## config.mk

```make
export PLATFORM = sky130hd
export DESIGN_NAME = dc_charge_sequencer
export DESIGN_NICKNAME = d
export VERILOG_FILES = /design/src/rtl/core/dcs_pkg.sv /design/src/rtl/core/dcs_cfg_regs.sv /design/src/rtl/core/dcs_step.sv /design/src/rtl/core/dc_charge_sequencer.sv
export SDC_FILE = /design/constraint.sdc
export NUM_CORES = 1
export LEC_CHECK = 0
export BUFFER_PORTS_ARGS = -buffer_cell sky130_fd_sc_hd__buf_2
export CORE_MARGIN = 2
export CORE_UTILIZATION = 31
export DETAILED_ROUTE_END_ITERATION = 7
export PLACE_DENSITY = 0.46
export SETUP_SLACK_MARGIN = 0.5
export SLEW_MARGIN = 25
export SYNTH_ARGS = -nofsm -noshare
export SYNTH_HDL_FRONTEND = slang
export SYNTH_HIERARCHICAL = 1
export SYNTH_SLANG_ARGS = --single-unit
```

## constraint.sdc

```tcl
create_clock -name clk -period 6.2 [get_ports clk]
set_input_delay 0.62 -clock clk [delete_from_list [all_inputs] [get_ports clk]]
set_output_delay 0.62 -clock clk [all_outputs]
set_load 0.01 [all_outputs]
```

## src/rtl/core/dcs_pkg.sv

```systemverilog
`timescale 1ns / 1ps
// ----------------------------------------------------------------------------
// dcs_pkg: shared types and constants of the DC charge sequencer
// Register indexes, field widths, pilot and phase codes, state structs.
// ----------------------------------------------------------------------------
package dcs_pkg;

  // Configuration register indexes
  localparam logic [2:0] CFG_STANDBY_TICKS    = 3'd0;
  localparam logic [2:0] CFG_INIT_TICKS       = 3'd1;
  localparam logic [2:0] CFG_WELD_TICKS       = 3'd2;
  localparam logic [2:0] CFG_PRECHARGE_TICKS  = 3'd3;
  localparam logic [2:0] CFG_SETTLE_TICKS     = 3'd4;
  localparam logic [2:0] CFG_PRECHARGE_WINDOW = 3'd5;
  localparam logic [2:0] CFG_AC_POWER_CODE    = 3'd6;
  localparam logic [2:0] CFG_DC_POWER_CODE    = 3'd7;

  localparam int CFG_INDEX_W = 3;
  localparam int CFG_DATA_W  = 12;

  // Reset values of the configuration registers
  localparam logic [7:0]  RST_STANDBY_TICKS    = 8'd10;
  localparam logic [7:0]  RST_INIT_TICKS       = 8'd40;
  localparam logic [7:0]  RST_WELD_TICKS       = 8'd10;
  localparam logic [7:0]  RST_PRECHARGE_TICKS  = 8'd20;
  localparam logic [7:0]  RST_SETTLE_TICKS     = 8'd10;
  localparam logic [9:0]  RST_PRECHARGE_WINDOW = 10'd20;
  localparam logic [11:0] RST_AC_POWER_CODE    = 12'(6500 / 25);
  localparam logic [11:0] RST_DC_POWER_CODE    = 12'(49000 / 25);

  // Word widths
  localparam int IN_DATA_W  = 40;
  localparam int OUT_DATA_W = 48;

  // Pilot codes
  localparam logic [2:0] PILOT_PWM_A = 3'd1;
  localparam logic [2:0] PILOT_PWM_B = 3'd2;
  localparam logic [2:0] PILOT_DC_A  = 3'd4;
  localparam logic [2:0] PILOT_DC_B  = 3'd5;

  // Charge mode codes
  localparam logic [1:0] MODE_NONE = 2'd0;
  localparam logic [1:0] MODE_AC   = 2'd1;
  localparam logic [1:0] MODE_DC   = 2'd2;

  // Phase codes sent to the station
  localparam logic [3:0] PHASE_STANDBY   = 4'h0;
  localparam logic [3:0] PHASE_INIT      = 4'h1;
  localparam logic [3:0] PHASE_PRECHARGE = 4'h2;
  localparam logic [3:0] PHASE_TRANSFER  = 4'h3;
  localparam logic [3:0] PHASE_WELD      = 4'h9;

  // Contactor commands
  localparam logic [3:0] CONTACTOR_OPEN  = 4'h0;
  localparam logic [3:0] CONTACTOR_CLOSE = 4'h2;

  // End of charge time codes
  localparam logic [7:0] END_TIME_NONE = 8'h00;
  localparam logic [7:0] END_TIME_SET  = 8'hFE;

  // Status codes
  localparam logic [1:0] STATUS_NOT_READY = 2'd0;
  localparam logic [1:0] STATUS_READY_DC  = 2'd1;
  localparam logic [1:0] STATUS_READY_AC  = 2'd2;

  typedef struct packed {
    logic [7:0]  standby_ticks;
    logic [7:0]  init_ticks;
    logic [7:0]  weld_ticks;
    logic [7:0]  precharge_ticks;
    logic [7:0]  settle_ticks;
    logic [9:0]  precharge_window;
    logic [11:0] ac_power_code;
    logic [11:0] dc_power_code;
  } dcs_cfg_t;

  typedef struct packed {
    logic              run_mode;
    logic              plug_present;
    logic              charge_disabled;
    logic [2:0]        pilot_mode;
    logic [8:0]        contactor_volts;
    logic [9:0]        battery_volts;
    logic signed [9:0] current_request;
  } dcs_in_t;

  typedef struct packed {
    logic [2:0]        seq_state;
    logic [7:0]        dwell_count;
    logic [3:0]        phase;
    logic [3:0]        contactor;
    logic signed [9:0] current;
    logic [7:0]        end_time;
    logic [1:0]        status;
    logic              request;
    logic              ready;
    logic [11:0]       power;
  } dcs_state_t;

endpackage

```

## src/rtl/core/dcs_cfg_regs.sv

```systemverilog
`timescale 1ns / 1ps
// ----------------------------------------------------------------------------
// dcs_cfg_regs: configuration register file
// Eight write-only registers, written by index, reset to their defaults.
// ----------------------------------------------------------------------------
module dcs_cfg_regs (
  input  logic                            clk,
  input  logic                            rst,
  input  logic                            cfg_we,
  input  logic [dcs_pkg::CFG_INDEX_W-1:0] cfg_index,
  input  logic [dcs_pkg::CFG_DATA_W-1:0]  cfg_data,
  output dcs_pkg::dcs_cfg_t               cfg
);

  dcs_pkg::dcs_cfg_t cfg_next;

  always_comb begin
    cfg_next = cfg;
    if (cfg_we) begin
      unique case (cfg_index)
        dcs_pkg::CFG_STANDBY_TICKS:    cfg_next.standby_ticks    = cfg_data[7:0];
        dcs_pkg::CFG_INIT_TICKS:       cfg_next.init_ticks       = cfg_data[7:0];
        dcs_pkg::CFG_WELD_TICKS:       cfg_next.weld_ticks       = cfg_data[7:0];
        dcs_pkg::CFG_PRECHARGE_TICKS:  cfg_next.precharge_ticks  = cfg_data[7:0];
        dcs_pkg::CFG_SETTLE_TICKS:     cfg_next.settle_ticks     = cfg_data[7:0];
        dcs_pkg::CFG_PRECHARGE_WINDOW: cfg_next.precharge_window = cfg_data[9:0];
        dcs_pkg::CFG_AC_POWER_CODE:    cfg_next.ac_power_code    = cfg_data[11:0];
        dcs_pkg::CFG_DC_POWER_CODE:    cfg_next.dc_power_code    = cfg_data[11:0];
        default: ;
      endcase
    end
  end

  always_ff @(posedge clk) begin
    if (rst) begin
      cfg.standby_ticks    <= dcs_pkg::RST_STANDBY_TICKS;
      cfg.init_ticks       <= dcs_pkg::RST_INIT_TICKS;
      cfg.weld_ticks       <= dcs_pkg::RST_WELD_TICKS;
      cfg.precharge_ticks  <= dcs_pkg::RST_PRECHARGE_TICKS;
      cfg.settle_ticks     <= dcs_pkg::RST_SETTLE_TICKS;
      cfg.precharge_window <= dcs_pkg::RST_PRECHARGE_WINDOW;
      cfg.ac_power_code    <= dcs_pkg::RST_AC_POWER_CODE;
      cfg.dc_power_code    <= dcs_pkg::RST_DC_POWER_CODE;
    end else begin
      cfg <= cfg_next;
    end
  end

endmodule

```

## src/rtl/core/dcs_step.sv

```systemverilog
`timescale 1ns / 1ps
// ----------------------------------------------------------------------------
// dcs_step: next-state logic of one control tick
// Mode select, DC sequence walk and dwell counting, all combinational.
// ----------------------------------------------------------------------------
module dcs_step (
  input  dcs_pkg::dcs_cfg_t   cfg,
  input  dcs_pkg::dcs_in_t    tick,
  input  dcs_pkg::dcs_state_t cur,
  output dcs_pkg::dcs_state_t nxt,
  output logic [1:0]          charge_mode
);

  localparam logic [2:0] SEQ_STANDBY   = 3'd0;
  localparam logic [2:0] SEQ_INIT      = 3'd1;
  localparam logic [2:0] SEQ_WELD_RISE = 3'd2;
  localparam logic [2:0] SEQ_WELD_FALL = 3'd3;
  localparam logic [2:0] SEQ_PRECHARGE = 3'd4;
  localparam logic [2:0] SEQ_SETTLE    = 3'd5;
  localparam logic [2:0] SEQ_TRANSFER  = 3'd6;

  // Common output pattern; current cleared, request set
  function automatic dcs_pkg::dcs_state_t set_out(
    input dcs_pkg::dcs_state_t s,
    input logic [3:0]          ph,
    input logic [7:0]          eot,
    input logic [1:0]          st,
    input logic                rdy,
    input logic [11:0]         pwr
  );
    dcs_pkg::dcs_state_t r;
    r          = s;
    r.phase    = ph;
    r.current  = '0;
    r.end_time = eot;
    r.status   = st;
    r.request  = 1'b1;
    r.ready    = rdy;
    r.power    = pwr;
    return r;
  endfunction

  logic              enabled;
  logic              pilot_ac;
  logic              pilot_dc;
  logic [7:0]        dwell_inc;
  logic signed [11:0] volt_diff;
  logic              in_window;
  logic [7:0]        pre_count;

  assign enabled   = tick.plug_present && !tick.charge_disabled;
  assign pilot_ac  = (tick.pilot_mode == dcs_pkg::PILOT_PWM_A) ||
                     (tick.pilot_mode == dcs_pkg::PILOT_PWM_B);
  assign pilot_dc  = (tick.pilot_mode == dcs_pkg::PILOT_DC_A) ||
                     (tick.pilot_mode == dcs_pkg::PILOT_DC_B);
  assign dwell_inc = cur.dwell_count + 8'd1;
  assign volt_diff = $signed({2'b00, tick.battery_volts}) -
                     $signed({3'b000, tick.contactor_volts});
  assign in_window = volt_diff < $signed({2'b00, cfg.precharge_window});
  assign pre_count = in_window ? dwell_inc : cur.dwell_count;

  always_comb begin
    nxt         = cur;
    charge_mode = dcs_pkg::MODE_NONE;
    if (!tick.run_mode) begin
      if (enabled && pilot_ac) begin
        nxt = set_out(cur, dcs_pkg::PHASE_STANDBY, dcs_pkg::END_TIME_SET,
                      dcs_pkg::STATUS_READY_AC, 1'b1, cfg.ac_power_code);
        nxt.seq_state = SEQ_STANDBY;
        nxt.contactor = dcs_pkg::CONTACTOR_OPEN;
        charge_mode   = dcs_pkg::MODE_AC;
      end else if (enabled && pilot_dc) begin
        charge_mode = dcs_pkg::MODE_DC;
        unique case (cur.seq_state)
          SEQ_STANDBY: begin
            nxt = set_out(cur, dcs_pkg::PHASE_STANDBY, dcs_pkg::END_TIME_NONE,
                          dcs_pkg::STATUS_READY_DC, 1'b0, 12'd0);
            nxt.contactor   = dcs_pkg::CONTACTOR_OPEN;
            nxt.dwell_count = dwell_inc;
            if (dwell_inc > cfg.standby_ticks) begin
              nxt.seq_state   = SEQ_INIT;
              nxt.dwell_count = '0;
            end
          end
          SEQ_INIT: begin
            nxt = set_out(cur, dcs_pkg::PHASE_INIT, dcs_pkg::END_TIME_NONE,
                          dcs_pkg::STATUS_READY_DC, 1'b0, 12'd0);
            nxt.contactor   = dcs_pkg::CONTACTOR_OPEN;
            nxt.dwell_count = dwell_inc;
            if (dwell_inc > cfg.init_ticks) begin
              nxt.seq_state   = SEQ_WELD_RISE;
              nxt.dwell_count = '0;
            end
          end
          SEQ_WELD_RISE: begin
            nxt = set_out(cur, dcs_pkg::PHASE_WELD, dcs_pkg::END_TIME_SET,
                          dcs_pkg::STATUS_READY_DC, 1'b1, cfg.dc_power_code);
            nxt.contactor = dcs_pkg::CONTACTOR_OPEN;
            if (tick.contactor_volts != '0) begin
              nxt.seq_state = SEQ_WELD_FALL;
            end
          end
          SEQ_WELD_FALL: begin
            nxt = set_out(cur, dcs_pkg::PHASE_WELD, dcs_pkg::END_TIME_SET,
                          dcs_pkg::STATUS_READY_DC, 1'b1, cfg.dc_power_code);
            nxt.contactor = dcs_pkg::CONTACTOR_OPEN;
            // count only ticks with the charger side at zero volts
            if (tick.contactor_volts == '0) begin
              nxt.dwell_count = dwell_inc;
            end
            if (nxt.dwell_count > cfg.weld_ticks) begin
              nxt.seq_state   = SEQ_PRECHARGE;
              nxt.dwell_count = '0;
            end
          end
          SEQ_PRECHARGE: begin
            nxt = set_out(cur, dcs_pkg::PHASE_PRECHARGE, dcs_pkg::END_TIME_SET,
                          dcs_pkg::STATUS_READY_DC, 1'b1, cfg.dc_power_code);
            nxt.dwell_count = pre_count;
            // contactor left alone until the exit tick
            if (pre_count > cfg.precharge_ticks) begin
              nxt.seq_state   = SEQ_SETTLE;
              nxt.dwell_count = '0;
              nxt.contactor   = dcs_pkg::CONTACTOR_CLOSE;
            end
          end
          SEQ_SETTLE: begin
            nxt = set_out(cur, dcs_pkg::PHASE_TRANSFER, dcs_pkg::END_TIME_SET,
                          dcs_pkg::STATUS_READY_DC, 1'b1, cfg.dc_power_code);
            nxt.contactor   = dcs_pkg::CONTACTOR_CLOSE;
            nxt.dwell_count = dwell_inc;
            if (dwell_inc > cfg.settle_ticks) begin
              nxt.seq_state   = SEQ_TRANSFER;
              nxt.dwell_count = '0;
            end
          end
          SEQ_TRANSFER: begin
            nxt = set_out(cur, dcs_pkg::PHASE_TRANSFER, dcs_pkg::END_TIME_SET,
                          dcs_pkg::STATUS_READY_DC, 1'b1, cfg.dc_power_code);
            nxt.contactor = dcs_pkg::CONTACTOR_CLOSE;
            nxt.current   = tick.current_request;
          end
          default: ;  // unused code: hold everything
        endcase
      end else if (!enabled) begin
        // unplug or disable: off state, dwell count kept
        nxt.seq_state = SEQ_STANDBY;
        nxt.phase     = dcs_pkg::PHASE_STANDBY;
        nxt.contactor = dcs_pkg::CONTACTOR_OPEN;
        nxt.current   = '0;
        nxt.end_time  = dcs_pkg::END_TIME_NONE;
        nxt.status    = dcs_pkg::STATUS_NOT_READY;
        nxt.request   = 1'b0;
        nxt.ready     = 1'b0;
        nxt.power     = '0;
      end
    end
  end

endmodule

```

## src/rtl/core/dc_charge_sequencer.sv

```systemverilog
`timescale 1ns / 1ps
// ----------------------------------------------------------------------------
// dc_charge_sequencer: vehicle-side AC/DC charge control sequencer
// Takes one control tick per word and returns the charge command word.
// ----------------------------------------------------------------------------
// Usage:
//   s_axis carries one control tick per word (run mode, plug, disable, pilot,
//   contactor and battery volts, current request). m_axis returns exactly one
//   result word per tick, in order: charge mode, sequence state and the
//   command fields as they stand after that tick.
//   Flow: a tick moves from the input register into the result register, raising
//   m_axis_tvalid; one word is taken every cycle while m_axis_tready is high.
//   The sequence registers are updated once per tick, on that same move.
//   Back pressure: when m_axis_tready is low the result word holds, one more
//   tick may sit in the input register, and s_axis_tready then drops.
//   The configuration port writes the eight dwell, window and power
//   registers; write it only while no tick is in flight.
//   Reset (rst, synchronous) clears the sequence to standby with all commands
//   at zero, empties both pipeline registers and loads the default config.
// ----------------------------------------------------------------------------
module dc_charge_sequencer (
  input  logic                             clk,
  input  logic                             rst,
  // config write port
  input  logic                             cfg_we,
  input  logic [dcs_pkg::CFG_INDEX_W-1:0]  cfg_index,
  input  logic [dcs_pkg::CFG_DATA_W-1:0]   cfg_data,
  // tick words in
  input  logic                             s_axis_tvalid,
  output logic                             s_axis_tready,
  // [0] run_mode, [1] plug_present, [2] charge_disabled, [5:3] pilot_mode,
  // [14:6] contactor_volts, [24:15] battery_volts, [34:25] current_request
  input  logic [dcs_pkg::IN_DATA_W-1:0]    s_axis_tdata,
  // result words out
  output logic                             m_axis_tvalid,
  input  logic                             m_axis_tready,
  // [1:0] charge_mode, [4:2] sequence_state, [8:5] target_phase,
  // [12:9] contactor_command, [22:13] current_command, [30:23] end_time_code,
  // [32:31] status_code, [33] charge_request, [34] ready_flag,
  // [46:35] power_code
  output logic [dcs_pkg::OUT_DATA_W-1:0]   m_axis_tdata
);

  dcs_pkg::dcs_cfg_t   cfg;
  dcs_pkg::dcs_in_t    tick_d;
  dcs_pkg::dcs_in_t    tick;        // input register
  logic                tick_valid;
  dcs_pkg::dcs_state_t state;       // sequence registers
  dcs_pkg::dcs_state_t state_next;
  logic [1:0]          mode_next;
  logic                advance;     // tick moves into the result register
  logic [dcs_pkg::OUT_DATA_W-1:0] result_next;

  dcs_cfg_regs u_cfg (
    .clk       (clk),
    .rst       (rst),
    .cfg_we    (cfg_we),
    .cfg_index (cfg_index),
    .cfg_data  (cfg_data),
    .cfg       (cfg)
  );

  dcs_step u_step (
    .cfg         (cfg),
    .tick        (tick),
    .cur         (state),
    .nxt         (state_next),
    .charge_mode (mode_next)
  );

  // unpack the tick word
  assign tick_d.run_mode        = s_axis_tdata[0];
  assign tick_d.plug_present    = s_axis_tdata[1];
  assign tick_d.charge_disabled = s_axis_tdata[2];
  assign tick_d.pilot_mode      = s_axis_tdata[5:3];
  assign tick_d.contactor_volts = s_axis_tdata[14:6];
  assign tick_d.battery_volts   = s_axis_tdata[24:15];
  assign tick_d.current_request = $signed(s_axis_tdata[34:25]);

  // the step result is committed only as it enters the result register
  assign advance       = tick_valid && (!m_axis_tvalid || m_axis_tready);
  assign s_axis_tready = !tick_valid || advance;

  assign result_next = {1'b0,
                        state_next.power,
                        state_next.ready,
                        state_next.request,
                        state_next.status,
                        state_next.end_time,
                        state_next.current,
                        state_next.contactor,
                        state_next.phase,
                        state_next.seq_state,
                        mode_next};

  // input register
  always_ff @(posedge clk) begin
    if (rst) begin
      tick_valid <= 1'b0;
    end else if (s_axis_tready) begin
      tick_valid <= s_axis_tvalid;
    end
  end

  always_ff @(posedge clk) begin
    if (s_axis_tready && s_axis_tvalid) begin
      tick <= tick_d;
    end
  end

  // sequence registers
  always_ff @(posedge clk) begin
    if (rst) begin
      state <= '0;
    end else if (advance) begin
      state <= state_next;
    end
  end

  // result register
  always_ff @(posedge clk) begin
    if (rst) begin
      m_axis_tvalid <= 1'b0;
    end else if (advance) begin
      m_axis_tvalid <= 1'b1;
    end else if (m_axis_tready) begin
      m_axis_tvalid <= 1'b0;
    end
  end

  always_ff @(posedge clk) begin
    if (advance) begin
      m_axis_tdata <= result_next;
    end
  end

endmodule

```

==> reports/results.md <==
| Stage | Result | Value |
| --- | --- | --- |
| sta | Total negative slack | 0 ps |
| worst setup path | Crit end category | flop |
| global routing | Pin count of the biggest net entering global routing | 136 |
| floorplan | Chip width | 197 µm |
| worst hold path | Hold path start | s_axis_tdata[22] |
| clocking | Root buf cell | clkbuf_16 |
| clocking | Number of hold buffers added after cts | 0 |
| floorplan | Die area | 38,700 µm² |
| detailed routing | Routed via count divided by cell count | 4.84 |
| clocking | Clk buf depth | 3 |
| synthesis | Post-synthesis sequential element count | 211 |
| global routing | Wire length of the first global-routing pass | 45,200 µm |
| worst hold path | Cells on Worst Hold Path | 1 |
| worst setup path | Cell with the largest stage delay on the worst path | edfxtp_1 |
| cells and area | Area of the multi-input gates | 5860 µm² |
| worst setup path | Sum of buffers and inverters on the critical path | 1 |
| worst setup path | Type of the worst setup path | flop to flop |
| synthesis | Share of synthesized area occupied by flip-flops and latches | 0.438 |
| synthesis | Post-Syn Nets | 1,268 |
| synthesis | Synth async-reset ratio | 0 |
| sta | Actual slew at the worst max-slew pin | 1030 ps |
| sta | Shortest clock period the worst path allows after layout | 5300 ps |
| worst setup path | Crit path launch type | flop |
| place | Port buffer count | 103 |
| sta | Final setup violation count | 0 |
| pwr | Peak ir drop on the vdd network | 0.000217 V |
| worst hold path | Worst-case hold path end point | tick[17] |
| floorplan | I/O pin cnt | 110 |
| sta | Post-route worst setup slack | 901 ps |
| synthesis | Number of warning messages in the yosys log | 6 |
| synthesis | Most frequently used cell type in the post-synthesis netlist | nand2b_1 |
| detailed routing | Number of DRC violations after detailed-routing iteration 0 | 330 |
| synthesis | Cell count after synthesis | 1,148 |
| worst setup path | Biggest cell delay along the critical path | 420 ps |
| place | Final GP Congestion | 0.784 |
| worst setup path | Largest fanout on the critical path | 7 |
| place | Worst setup slack after placement | 636 ps |
| synthesis | Average footprint of a synthesized cell | 10.0 µm² |
| worst setup path | Family with the most delay on the worst path | compound AO/OA/AOI/OAI gates |
| pwr | Power per unit of standard cell area | 253 nW/µm² |
| synthesis | Cell types with the largest area share after synthesis | dfxtp_1, edfxtp_1, mux2i_1, nand2b_1, ha_1 |
| worst setup path | Library cell appearing most often on the critical path | ha_1 |
| clocking | Inserted Clock Buffers | 26 |
| sta | F_max | 0.189 GHz |
| synthesis | Post-synth EDFFs | 82 |
| synthesis | Most used DFF post-synth | dfxtp_1 |
| clocking | Post-cts gate resize count | 0 |
| cells and area | Number of diodes | 0 |
| clocking | Buffer count from post-CTS setup fixing | 0 |
| worst setup path | Reg-to-reg setup timing slack | 900 ps |
| cells and area | Fin cells | 1,709 |
| global routing | Remaining global-route overflow | 0 |
| sta | Hold Vio Cnt, Final | 0 |
| global routing | Via count of the first global-routing pass | 8,125 |
| cells and area | Flip-flop and latch area | 5040 µm² |
| worst setup path | Critical path data arrival time | 5720 ps |
| sta | Final slew viol count | 0 |
| detailed routing | Via Count | 8,278 |
| detailed routing | Remaining antenna violation count after routing | 0 |
| clocking | CTS clk-pin slew, worst paths | 70 ps |
| worst hold path | Worst min-delay path class | input pin to flop |
| synthesis | Total standard cell area after synthesis | 11,500 µm² |
| status | Run status | completed |
| sta | Worst slew margin relative to its limit | 0.310 |
| global routing | GRT Resource Usage Total | 0.147 |
| clocking | TritonCTS clock tree | done |
| global routing | Antenna violations before repair | 0 |
| cells and area | Nets | 1,342 |
| cells and area | Synth-to-Final Area Change | 14.5% |
| cells and area | Layout cells sized above 1 | 0.143 |
| floorplan | Number of placement rows | 70 |
| sta | Worst-case clock skew | 19.5 ps |
| detailed routing | Residual DRC | 0 |
| worst setup path | Source of the worst register-to-register timing path | tick[11] |
| place | Detail Placement HPWL | 19,900 µm |
| floorplan | Height of the die | 197 µm |
| clocking | Clock Sink Count | 211 |
| synthesis | Yosys cell types | 72 |
| pwr | LEAKAGE | 5.33 nW |
| synthesis | Top cells by instance count after synthesis | nand2b_1, dfxtp_1, mux2i_1 |
| floorplan | Initial Util | 0.315 |
| worst setup path | Crit path required time | 6620 ps |
| detailed routing | Detailed-route wire length per cell | 16.6 µm |
| cells and area | Filler instances | 3,694 |
| sta | Unrepaired setup endpoints after global routing | no |
| sta | Final worst-path cycle share | 0.855 |
| worst setup path | Path depth of the worst reg2reg path | 25 |
| detailed routing | Routed WL | 28,400 µm |
| floorplan | CORE AREA | 36,600 µm² |
| run | Max-Cap Viols | 0 |
| clocking | Total number of H-tree levels | 1 |
| clocking | Worst-skew pair later-pin latency | 550 ps |
| worst setup path | Worst setup startpoint | tick[11] |
| worst setup path | Reg2Reg Capture Point | state[42] |
| place | Total placed cells including tap cells | 1,662 |
| detailed routing | Number of optimization iterations in the first detailed-route pass | 4 |
| synthesis | Fraction of synthesized cell area taken by the top area cell type | 0.224 |
| synthesis | Cell taking the most area after synthesis | dfxtp_1 |
==> routing by layer <==
layer / global-route usage / wire [µm]
met2: 0.249 / 13400
met5: 0 / 0
met3: 0.0228 / 1000
met1: 0.194 / 13400
met4: 0.0373 / 612
==> cell type report <==
| type | instances | area share |
|---|---|---|
| timing repair buffer | 116 | 0.0470 |
| sequential | 211 | 0.383 |
| clock buffer | 37 | 0.0540 |
| clock inverter | 10 | 0.00854 |
| tap | 468 | 0.0444 |
| multi-input combinational | 800 | 0.444 |
| inverter | 67 | 0.0191 |
==> where the power goes <==
group | internal [mW] | switching [mW] | leakage, nW | total, mW
Combinational | 0.137 | 0.203 | 3.11 | 0.341
Sequential | 1.49 | 0.0212 | 1.82 | 1.51
Clock | 0.880 | 0.602 | 0.403 | 1.48
==> how the worst max path moves through the flow <==
stage	endpoint	slack, ps	cells past startpoint
2_1_floorplan	state[49]	1450	28
3_3_place_gp	state[34]	740	26
3_5_place_dp	state[37]	640	26
4_1_cts	state[37]	590	26
5_1_grt	state[37]	460	27
6_report	state[42]	900	25
==> state kept, by name, indices dropped and copies added, names as in the netlist <==
name	flops
state	53
m_axis_tvalid	1
u_cfg/cfg	74
m_axis_tdata	47
tick	35
tick_valid	1
==> layout by cell type (no fill, tap or decap), drive strengths merged, types with 4 or more instances in the layout <==
master / instances
mux2i: 127
edfxtp: 82
clkbuf: 37
and3: 4
xor2: 6
clkinv: 8
o211ai: 9
nor2: 81
nand3: 10
and2: 10
o21ai: 18
a221oi: 7
o21a: 15
dfxtp: 129
buf: 116
nand2: 43
o31ai: 17
o41ai: 4
ha: 59
a31oi: 14
or2: 5
nand4b: 5
a211oi: 13
inv: 67
nand2b: 176
a21oi: 54
xnor2: 18
nor2b: 15
nor4: 4
a21o: 7
nand4: 15
nor3: 19
==> cells by family after synthesis <==
kind of cell,synth area share
other,0.000326
multiplexers,0.112
adder cells (fa/ha/maj),0.0658
buffers and inverters,0.0574
flip-flops,0.438
AND/OR/NAND/NOR,0.198
XOR/XNOR,0.0199
AO/OA/AOI/OAI,0.109
==> metrics by stage <==
stage	instance area [µm²]	power, mW	hold slack (ps)	util
after global placement	12300	1.87	455	0.337
final	13200	3.33	239	0.360
after CTS	13200	3.39	205	0.360
after detailed placement	12300	1.88	462	0.337
after floorplan	11500	1.77	444	-
after global routing	13200	3.48	213	0.360
Power figures use the tool's default switching activity.
